File: config.mk
export PLATFORM = sky130hd
export DESIGN_NAME = mer_ctrl
export DESIGN_NICKNAME = d
export VERILOG_FILES = /design/src/mer_pkg.sv /design/src/mer_ctrl.sv
export SDC_FILE = /design/constraint.sdc
export NUM_CORES = 1
export LEC_CHECK = 0
export BUFFER_PORTS_ARGS = -buffer_cell sky130_fd_sc_hd__buf_2
export CORE_MARGIN = 3
export CORE_UTILIZATION = 53
export DETAILED_ROUTE_END_ITERATION = 8
export MAX_ROUTING_LAYER = met4
export PLACE_DENSITY = 0.77
export SLEW_MARGIN = 20
export SYNTH_ARGS = -nofsm -noshare
export SYNTH_HDL_FRONTEND = slang
export SYNTH_SLANG_ARGS = --single-unit
File: constraint.sdc
create_clock -name clk_i -period 1.75 [get_ports clk_i]
set_input_delay 0.2625 -clock clk_i [delete_from_list [all_inputs] [get_ports clk_i]]
set_output_delay 0.2625 -clock clk_i [all_outputs]
set_load 0.03 [all_outputs]
File: src/mer_pkg.sv
// ----------------------------------------------------------------------------
// mer_pkg: shared types and constants of the midpoint ellipse rasterizer
// configuration register indexes, item op codes, datapath command and status
// ----------------------------------------------------------------------------
package mer_pkg;

  localparam int CENTER_W  = 10;
  localparam int CFG_IDX_W = 1;

  localparam logic [CENTER_W-1:0] CENTER_X_RST = 10'd320;
  localparam logic [CENTER_W-1:0] CENTER_Y_RST = 10'd240;

  // configuration register indexes
  localparam logic [CFG_IDX_W-1:0] CFG_CENTER_X = 1'b0;
  localparam logic [CFG_IDX_W-1:0] CFG_CENTER_Y = 1'b1;

  // item op codes
  localparam logic OP_START   = 1'b0;
  localparam logic OP_ADVANCE = 1'b1;

  // multiplier operand pairs
  typedef enum logic [3:0] {
    MUL_AA,
    MUL_BB,
    MUL_ASQ_B,
    MUL_ASQ_2YM1,
    MUL_BSQ_XP1,
    MUL_BSQ_2XP3,
    MUL_ASQ_2M2Y,
    MUL_2XP1_SQ,
    MUL_BSQ_TMP,
    MUL_YM1_SQ,
    MUL_ASQ_TMP,
    MUL_ASQ_BSQ,
    MUL_BSQ_2XP2,
    MUL_ASQ_3M2Y
  } mul_sel_e;

  // where the registered product goes, in the cycle after the command
  typedef enum logic [3:0] {
    WB_NONE,
    WB_ASQ,
    WB_BSQ,
    WB_TMP,
    WB_CMP,
    WB_D_INIT,
    WB_D_LOAD,
    WB_D_ADD4,
    WB_D_SUB4
  } wb_sel_e;

  typedef struct packed {
    logic     load_axes;
    mul_sel_e mul;
    wb_sel_e  wb;
    logic     init_offsets;
    logic     step_x;
    logic     step_y;
    logic     emit;
    logic     emit_idle;
    logic     emit_region;
  } cmd_t;

  typedef struct packed {
    logic d_neg;
    logic cmp;
    logic y_zero;
  } stat_t;

endpackage

File: src/mer_ctrl.sv
// ----------------------------------------------------------------------------
// mer_ctrl: sequencer of the ellipse rasterizer
// issues multiplier and writeback commands per item, holds region, busy and
// the output valid flag
// ----------------------------------------------------------------------------
module mer_ctrl
  import mer_pkg::*;
(
  input  logic  clk_i,
  input  logic  rst_ni,
  input  logic  in_valid_i,
  input  logic  in_op_i,
  output logic  in_ready_o,
  output logic  out_valid_o,
  input  logic  out_ready_i,
  input  stat_t stat_i,
  output cmd_t  cmd_o
);

  typedef enum logic [4:0] {
    ST_IDLE,
    ST_START0,
    ST_START1,
    ST_START2,
    ST_R1_TEST0,
    ST_R1_TEST1,
    ST_R1_TEST2,
    ST_R1_STEP,
    ST_R1_STEP_B,
    ST_R2_INIT1,
    ST_R2_INIT2,
    ST_R2_INIT3,
    ST_R2_INIT4,
    ST_R2_INIT5,
    ST_R2_INIT6,
    ST_R2_INIT7,
    ST_R2_STEP,
    ST_R2_STEP_B,
    ST_FINISH,
    ST_EMIT
  } state_e;

  state_e state_q, state_d;
  logic   region_q, region_d;
  logic   busy_q, busy_d;
  logic   dneg_q, dneg_d;
  logic   idle_q, idle_d;
  logic   out_valid_q, out_valid_d;

  assign in_ready_o  = (state_q == ST_IDLE);
  assign out_valid_o = out_valid_q;

  always_comb begin
    cmd_o       = '0;
    cmd_o.mul   = MUL_AA;
    cmd_o.wb    = WB_NONE;
    state_d     = state_q;
    region_d    = region_q;
    busy_d      = busy_q;
    dneg_d      = dneg_q;
    idle_d      = idle_q;
    out_valid_d = out_valid_q && !out_ready_i;
    unique case (state_q)
      ST_IDLE: begin
        if (in_valid_i) begin
          idle_d = 1'b0;
          if (in_op_i == OP_START) begin
            cmd_o.load_axes = 1'b1;
            region_d        = 1'b0;
            state_d         = ST_START0;
          end else if (busy_q) begin
            state_d = region_q ? ST_R2_STEP : ST_R1_TEST0;
          end else begin
            idle_d  = 1'b1;
            state_d = ST_EMIT;
          end
        end
      end
      ST_START0: begin
        cmd_o.init_offsets = 1'b1;
        cmd_o.mul = MUL_AA;
        cmd_o.wb  = WB_ASQ;
        state_d   = ST_START1;
      end
      ST_START1: begin
        cmd_o.mul = MUL_BB;
        cmd_o.wb  = WB_BSQ;
        state_d   = ST_START2;
      end
      ST_START2: begin
        cmd_o.mul = MUL_ASQ_B;
        cmd_o.wb  = WB_D_INIT;
        state_d   = ST_EMIT;
      end
      ST_R1_TEST0: begin
        cmd_o.mul = MUL_ASQ_2YM1;
        cmd_o.wb  = WB_TMP;
        state_d   = ST_R1_TEST1;
      end
      ST_R1_TEST1: begin
        cmd_o.mul = MUL_BSQ_XP1;
        cmd_o.wb  = WB_CMP;
        state_d   = ST_R1_TEST2;
      end
      ST_R1_TEST2: begin
        state_d = ST_R1_STEP;
      end
      ST_R1_STEP: begin
        if (stat_i.cmp) begin
          dneg_d    = stat_i.d_neg;
          cmd_o.mul = MUL_BSQ_2XP3;
          cmd_o.wb  = WB_D_ADD4;
          state_d   = stat_i.d_neg ? ST_FINISH : ST_R1_STEP_B;
        end else begin
          region_d  = 1'b1;
          cmd_o.mul = MUL_2XP1_SQ;
          cmd_o.wb  = WB_TMP;
          state_d   = ST_R2_INIT1;
        end
      end
      ST_R1_STEP_B: begin
        cmd_o.mul = MUL_ASQ_2M2Y;
        cmd_o.wb  = WB_D_ADD4;
        state_d   = ST_FINISH;
      end
      ST_R2_INIT1: state_d = ST_R2_INIT2;
      ST_R2_INIT2: begin
        cmd_o.mul = MUL_BSQ_TMP;
        cmd_o.wb  = WB_D_LOAD;
        state_d   = ST_R2_INIT3;
      end
      ST_R2_INIT3: begin
        cmd_o.mul = MUL_YM1_SQ;
        cmd_o.wb  = WB_TMP;
        state_d   = ST_R2_INIT4;
      end
      ST_R2_INIT4: state_d = ST_R2_INIT5;
      ST_R2_INIT5: begin
        cmd_o.mul = MUL_ASQ_TMP;
        cmd_o.wb  = WB_D_ADD4;
        state_d   = ST_R2_INIT6;
      end
      ST_R2_INIT6: begin
        cmd_o.mul = MUL_ASQ_BSQ;
        cmd_o.wb  = WB_D_SUB4;
        state_d   = ST_R2_INIT7;
      end
      ST_R2_INIT7: state_d = ST_R2_STEP;
      ST_R2_STEP: begin
        dneg_d   = stat_i.d_neg;
        cmd_o.wb = WB_D_ADD4;
        if (stat_i.d_neg) begin
          cmd_o.mul = MUL_BSQ_2XP2;
          state_d   = ST_R2_STEP_B;
        end else begin
          cmd_o.mul = MUL_ASQ_3M2Y;
          state_d   = ST_FINISH;
        end
      end
      ST_R2_STEP_B: begin
        cmd_o.mul = MUL_ASQ_3M2Y;
        cmd_o.wb  = WB_D_ADD4;
        state_d   = ST_FINISH;
      end
      ST_FINISH: begin
        cmd_o.step_x = region_q ? dneg_q : 1'b1;
        cmd_o.step_y = region_q ? 1'b1 : !dneg_q;
        state_d      = ST_EMIT;
      end
      ST_EMIT: begin
        if (!out_valid_q || out_ready_i) begin
          cmd_o.emit        = 1'b1;
          cmd_o.emit_idle   = idle_q;
          cmd_o.emit_region = region_q;
          out_valid_d       = 1'b1;
          if (!idle_q) busy_d = !stat_i.y_zero;
          state_d = ST_IDLE;
        end
      end
      default: state_d = ST_IDLE;
    endcase
  end

  always_ff @(posedge clk_i or negedge rst_ni) begin
    if (!rst_ni) begin
      state_q     <= ST_IDLE;
      region_q    <= 1'b0;
      busy_q      <= 1'b0;
      dneg_q      <= 1'b0;
      idle_q      <= 1'b0;
      out_valid_q <= 1'b0;
    end else begin
      state_q     <= state_d;
      region_q    <= region_d;
      busy_q      <= busy_d;
      dneg_q      <= dneg_d;
      idle_q      <= idle_d;
      out_valid_q <= out_valid_d;
    end
  end

endmodule

==> results of run 1 <==
==> logic make-up after synthesis <==
kind of cell    Yosys count
compound gates           47
xor+xnor                  2
fa+ha+maj                 1
buf+inv                  19
flops                    10
mux                       4
simple gates             56
==> metrics by stage <==
stage,utilization,instance area (sq um),std cells
global placement,0.729,1300,193
detailed placement,0.729,1300,193
floorplan,-,1060,139
==> metrics.md, run 1 <==
| Metric | Value |
|---|---|
| Status | did not finish |
| Failing step | clock tree synthesis (4_1_cts) |
| Error | [ERROR DPL-0033] detailed placement checks failed during check placement. |
| Post-synthesis cell area | roughly 1000 sq um |
| Port buffer count | 24 |
| Cell count after synthesis | ~140 |
| Hpwl dp | between 2000 and 2500 um |
| Synth Area in Simple Gates | 0.293 |
| Post-synth net total | 147 |
| Post-synthesis compound-gate area fraction | 0.308 |
| Hold-fix buffers, CTS | 1 |
| CTS resizes | 69 |
| Sequential area share after synthesis | 0.241 |
| Starting Density | 0.582 |
| Main combinational cell family by area after synthesis | compound AO/OA/AOI/OAI gates |
| Count leader, synth | nor2_1 |
| Clk root buf | clkbuf_4 |
| Post-synth EDFFs | 0 |
| Ys async rst share | 1.00 |
| Ys flop type | dfrtp_1 |
| Adder-Cell Fraction of Synth Area | 0.00964 |
| Synth Register Bits | 10 |
| Yosys warnings | 0 |
| Post-Synth XOR/XNOR Area | 0.0169 |
| Largest area contributor in the netlist | dfrtp_1 |
| CTS Buffer Depth | 2 |
| Avg Cell Area, Syn | 7.47 sq um |
| Clock buffer count from CTS | 3 |
| Die height | roughly 50 um |
| Clock sinks | 10 |
| Row cnt | 15 |
| # IOs | 25 |
| Netlist cell types | 49 |
| Area contributors post-synth | dfrtp_1, a21oi_1, buf_2 |
| Chip width | 50.3 um |
| CTS H-Tree Depth | 1 |
| Setup WS pre-CTS | around 7.6 ps |
| Synth top area share | 0.241 |
| GP Congestion | 0.929 |
| Post-CTS Setup Bufs | 12 |
| Post-synthesis mux area share | 0.0410 |
| Top cells by count, synth | nor2_1, a21oi_1, dfrtp_1, nand2_1 |
==> run 2, diff against run 1 <==
--- a/config.mk
+++ b/config.mk
@@ -6,11 +6,10 @@
 export NUM_CORES = 1
 export LEC_CHECK = 0
 export BUFFER_PORTS_ARGS = -buffer_cell sky130_fd_sc_hd__buf_2
-export CORE_MARGIN = 3
-export CORE_UTILIZATION = 53
+export CORE_AREA = 3 3 64 66
 export DETAILED_ROUTE_END_ITERATION = 8
-export MAX_ROUTING_LAYER = met4
-export PLACE_DENSITY = 0.77
+export DIE_AREA = 0 0 67 69
+export PLACE_DENSITY_LB_ADDON = 0.15
 export SLEW_MARGIN = 20
 export SYNTH_ARGS = -nofsm -noshare
 export SYNTH_HDL_FRONTEND = slang
==> run 2 against run 1 <==
The flow now finishes, with violations (negative setup slack). Synthesized cell count did not move. Area after synthesis did not move.
==> metrics.md, run 2 <==
| Metric | Value |
|---|---|
| Crit path DAT | 1630 ps |
| Largest net degree at the start of global routing | 17 |
| Reg2reg start | state_q[1]$_DFFE_PN0P_ |
| Chip width | 67 um (+33%) |
| Final min period | between 1500 and 2000 ps |
| Netlist cell types | 49 (unchanged) |
| Max-cap violations | 0 |
| Vias in the first global route | between 1000 and 1500 |
| Failing checks | negative setup slack |
| Setup Skew | 6.22 ps |
| Core area | between 3000 and 4000 sq um |
| Max FFs per register | 5 |
| Number of DRC markers in iteration 0 | 75 |
| Worst Tran Pin Value | 555 ps |
| Port buffer count | 24 (unchanged) |
| Layout cells sized above 1 | 0.570 |
| Synth-to-Final Area Change | 75.7% |
| Routed Wire Length | between 3000 and 4000 um |
| Die area | around 4600 sq um |
| Starting Density | 0.286 (-0.297) |
| Hold_sp | stat_i[0] |
| Clock sinks | 10 (unchanged) |
| Critical Path Fanout Max | 5 |
| Largest area contributor in the netlist | dfrtp_1 |
| TritonCTS clock tree | yes |
| Worst hold slack | 203 ps |
| Hpwl dp | 2610 um (+11%) |
| Setup crit end kind | primary output |
| Fmax | around 530 MHz |
| Via density | 5.22 |
| Avg Cell Area, Syn | 7.47 sq um (unchanged) |
| Fin. Hold Viols | 0 |
| Count leader, synth | nor2_1 |
| Critical path type | reg -> out |
| Residual DRC | 0 |
| Max-slew headroom | 0.625 |
| Row cnt | 22 (+7) |
| Ys flop type | dfrtp_1 |
| Initial antenna violation count | 0 |
| Status | finished with violations |
| Finished Layout Cells | 241 |
| CP startpoint kind | flip-flop |
| Largest Register | state_q |
| Cell count after synthesis | 139 (unchanged) |
| Area contributors post-synth | dfrtp_1, a21oi_1, buf_2 |
| GP Congestion | 0.801 (-14%) |
| Most frequent cells in the layout | buf_4, buf_6, nand2_1 |
| Setup WS pre-CTS | 14.1 ps (+6.53 ps) |
| Nets | about 200 |
| Post-synthesis cell area | 1040 sq um (unchanged) |
| Total track usage | 0.160 |
| CTS Buffer Depth | 2 (unchanged) |
| # IOs | 25 (unchanged) |
| Hold/Removal Path Class | in -> reg |
| Maximum VDD drop | between 0.6 and 0.7 mV |
| Synth top area share | 0.241 (unchanged) |
| Power Dens Cells | between 2000 and 2500 nW/um^2 |
| Sequential area share after synthesis | 0.241 (unchanged) |
| Unrepaired setup endpoints after global routing | true |
| Launch point of the worst path | state_q[0]$_DFFE_PN0P_ |
| Yosys warnings | 0 (unchanged) |
| Top cells by count, synth | nor2_1, a21oi_1, dfrtp_1, nand2_1 |
| Final setup fails | 9 |
| Commonest non-fill, non-tap cell in the layout | buf_4 |
| First-pass GRT wire length | 5930 um |
| Worst-path clk slew | 50 ps |
| Detailed-route via count | roughly 1300 |
| Synth Register Bits | 10 (unchanged) |
| Die height | 69 um (+37%) |
| Leak | 0.766 nW |
| WL/cell | between 15 and 20 um |
| Core Util, Final | 0.502 |
| Slew Limit Fails | 0 |
| Placed Cells | 222 (+15%) |
| Clk_lat worst skew | roughly 240 ps |
| Clk root buf | clkbuf_8 |
| Post-route clock period utilization | 1.08 |
| Detail Route Antenna Nets | 0 |
| Grt total ovfl | 0 |
| Post-synth net total | 147 (unchanged) |
| Detailed Routing Iterations Pass 1 | 4 |
| Total negative slack | -734 ps |
| Clock buffer count from CTS | 3 (unchanged) |
| Ys async rst share | 1.00 (unchanged) |
| N_diodes | 0 |
| CTS H-Tree Depth | 1 (unchanged) |
| Post-synth EDFFs | 0 (unchanged) |
| Final worst setup slack | -147 ps |
| CP Data Required Time | around 1500 ps |
-- run 2: power breakdown --
part           leakage (nW)  internal (W)  switching [W]  total (W)
clock                0.0288      0.000199       0.000102   0.000301
combinational         0.616       0.00152        0.00164    0.00317
sequential            0.122      0.000343       0.000138   0.000481
total                 0.766       0.00206        0.00188    0.00395
-- run 2: cell families after synthesis --
family          after synthesis  synth area share
xor+xnor                      2            0.0169
fa+ha+maj                     1           0.00964
flops                        10             0.241
mux                           4            0.0410
simple gates                 56             0.293
buf+inv                      19            0.0904
compound gates               47             0.308
-- run 2: final timing paths --
path                       cells after the start                      to  slack (ps)
setup / recovery                               6               cmd_o[10]        -150
hold / removal                                 2      busy_q$_DFFE_PN0P_         200
setup reg to reg                               6  state_q[1]$_DFFE_PN0P_          40
hold reg to reg                                1      busy_q$_DFFE_PN0P_         520
max in group asynchronous                      2  state_q[2]$_DFFE_PN0P_        1120
min in group asynchronous                      2      idle_q$_DFFE_PN0P_         410
-- run 2: metal layers --
metal	vias up	GRT usage	wire, um
li1	618	-	-
met1	601	0.230	1700
met3	3	0.0163	157
met2	35	0.255	1780
met5	-	0	0
met4	0	0.0338	33
-- run 2: final cells by class --
type / instances / area (sq um)
inverters: 7 / 26.3
flip-flops and latches: 10 / 255
multi-input cells: 110 / 903
fillers: 381 / 1810
repair buffers: 62 / 524
clock buffers: 4 / 55.1
well taps: 48 / 60.1
-- run 2: what timing repair did --
| item | 4_1_cts | 5_1_grt |
|---|---|---|
| cloned | 0 | 0 |
| buffers inserted | 8 | 6 |
| pin swaps | 9 | 9 |
| resized for setup | 56 | 21 |
| hold buffers | 1 | 0 |
| endpoints found under the setup margin | 16 | 20 |
| endpoints found under the hold margin | 10 | 0 |
-- run 2: critical path, cell delays in order, from the launching register on --
cell and delay (ps):
dfrtp_2 460, buf_6 150, nand2b_4 140, a31oi_4 150
o22ai_1 100, a22o_1 250, buf_6 140
-- run 2: through the flow --
stage	total power (W)	area [sq um]
final	0.00395	1820
after global routing	0.00421	1820
after CTS	0.00362	1680
after detailed placement	0.00271	1350
after global placement	0.00269	1350
after floorplan	0.00200	1060
Power figures use the tool's default switching activity.
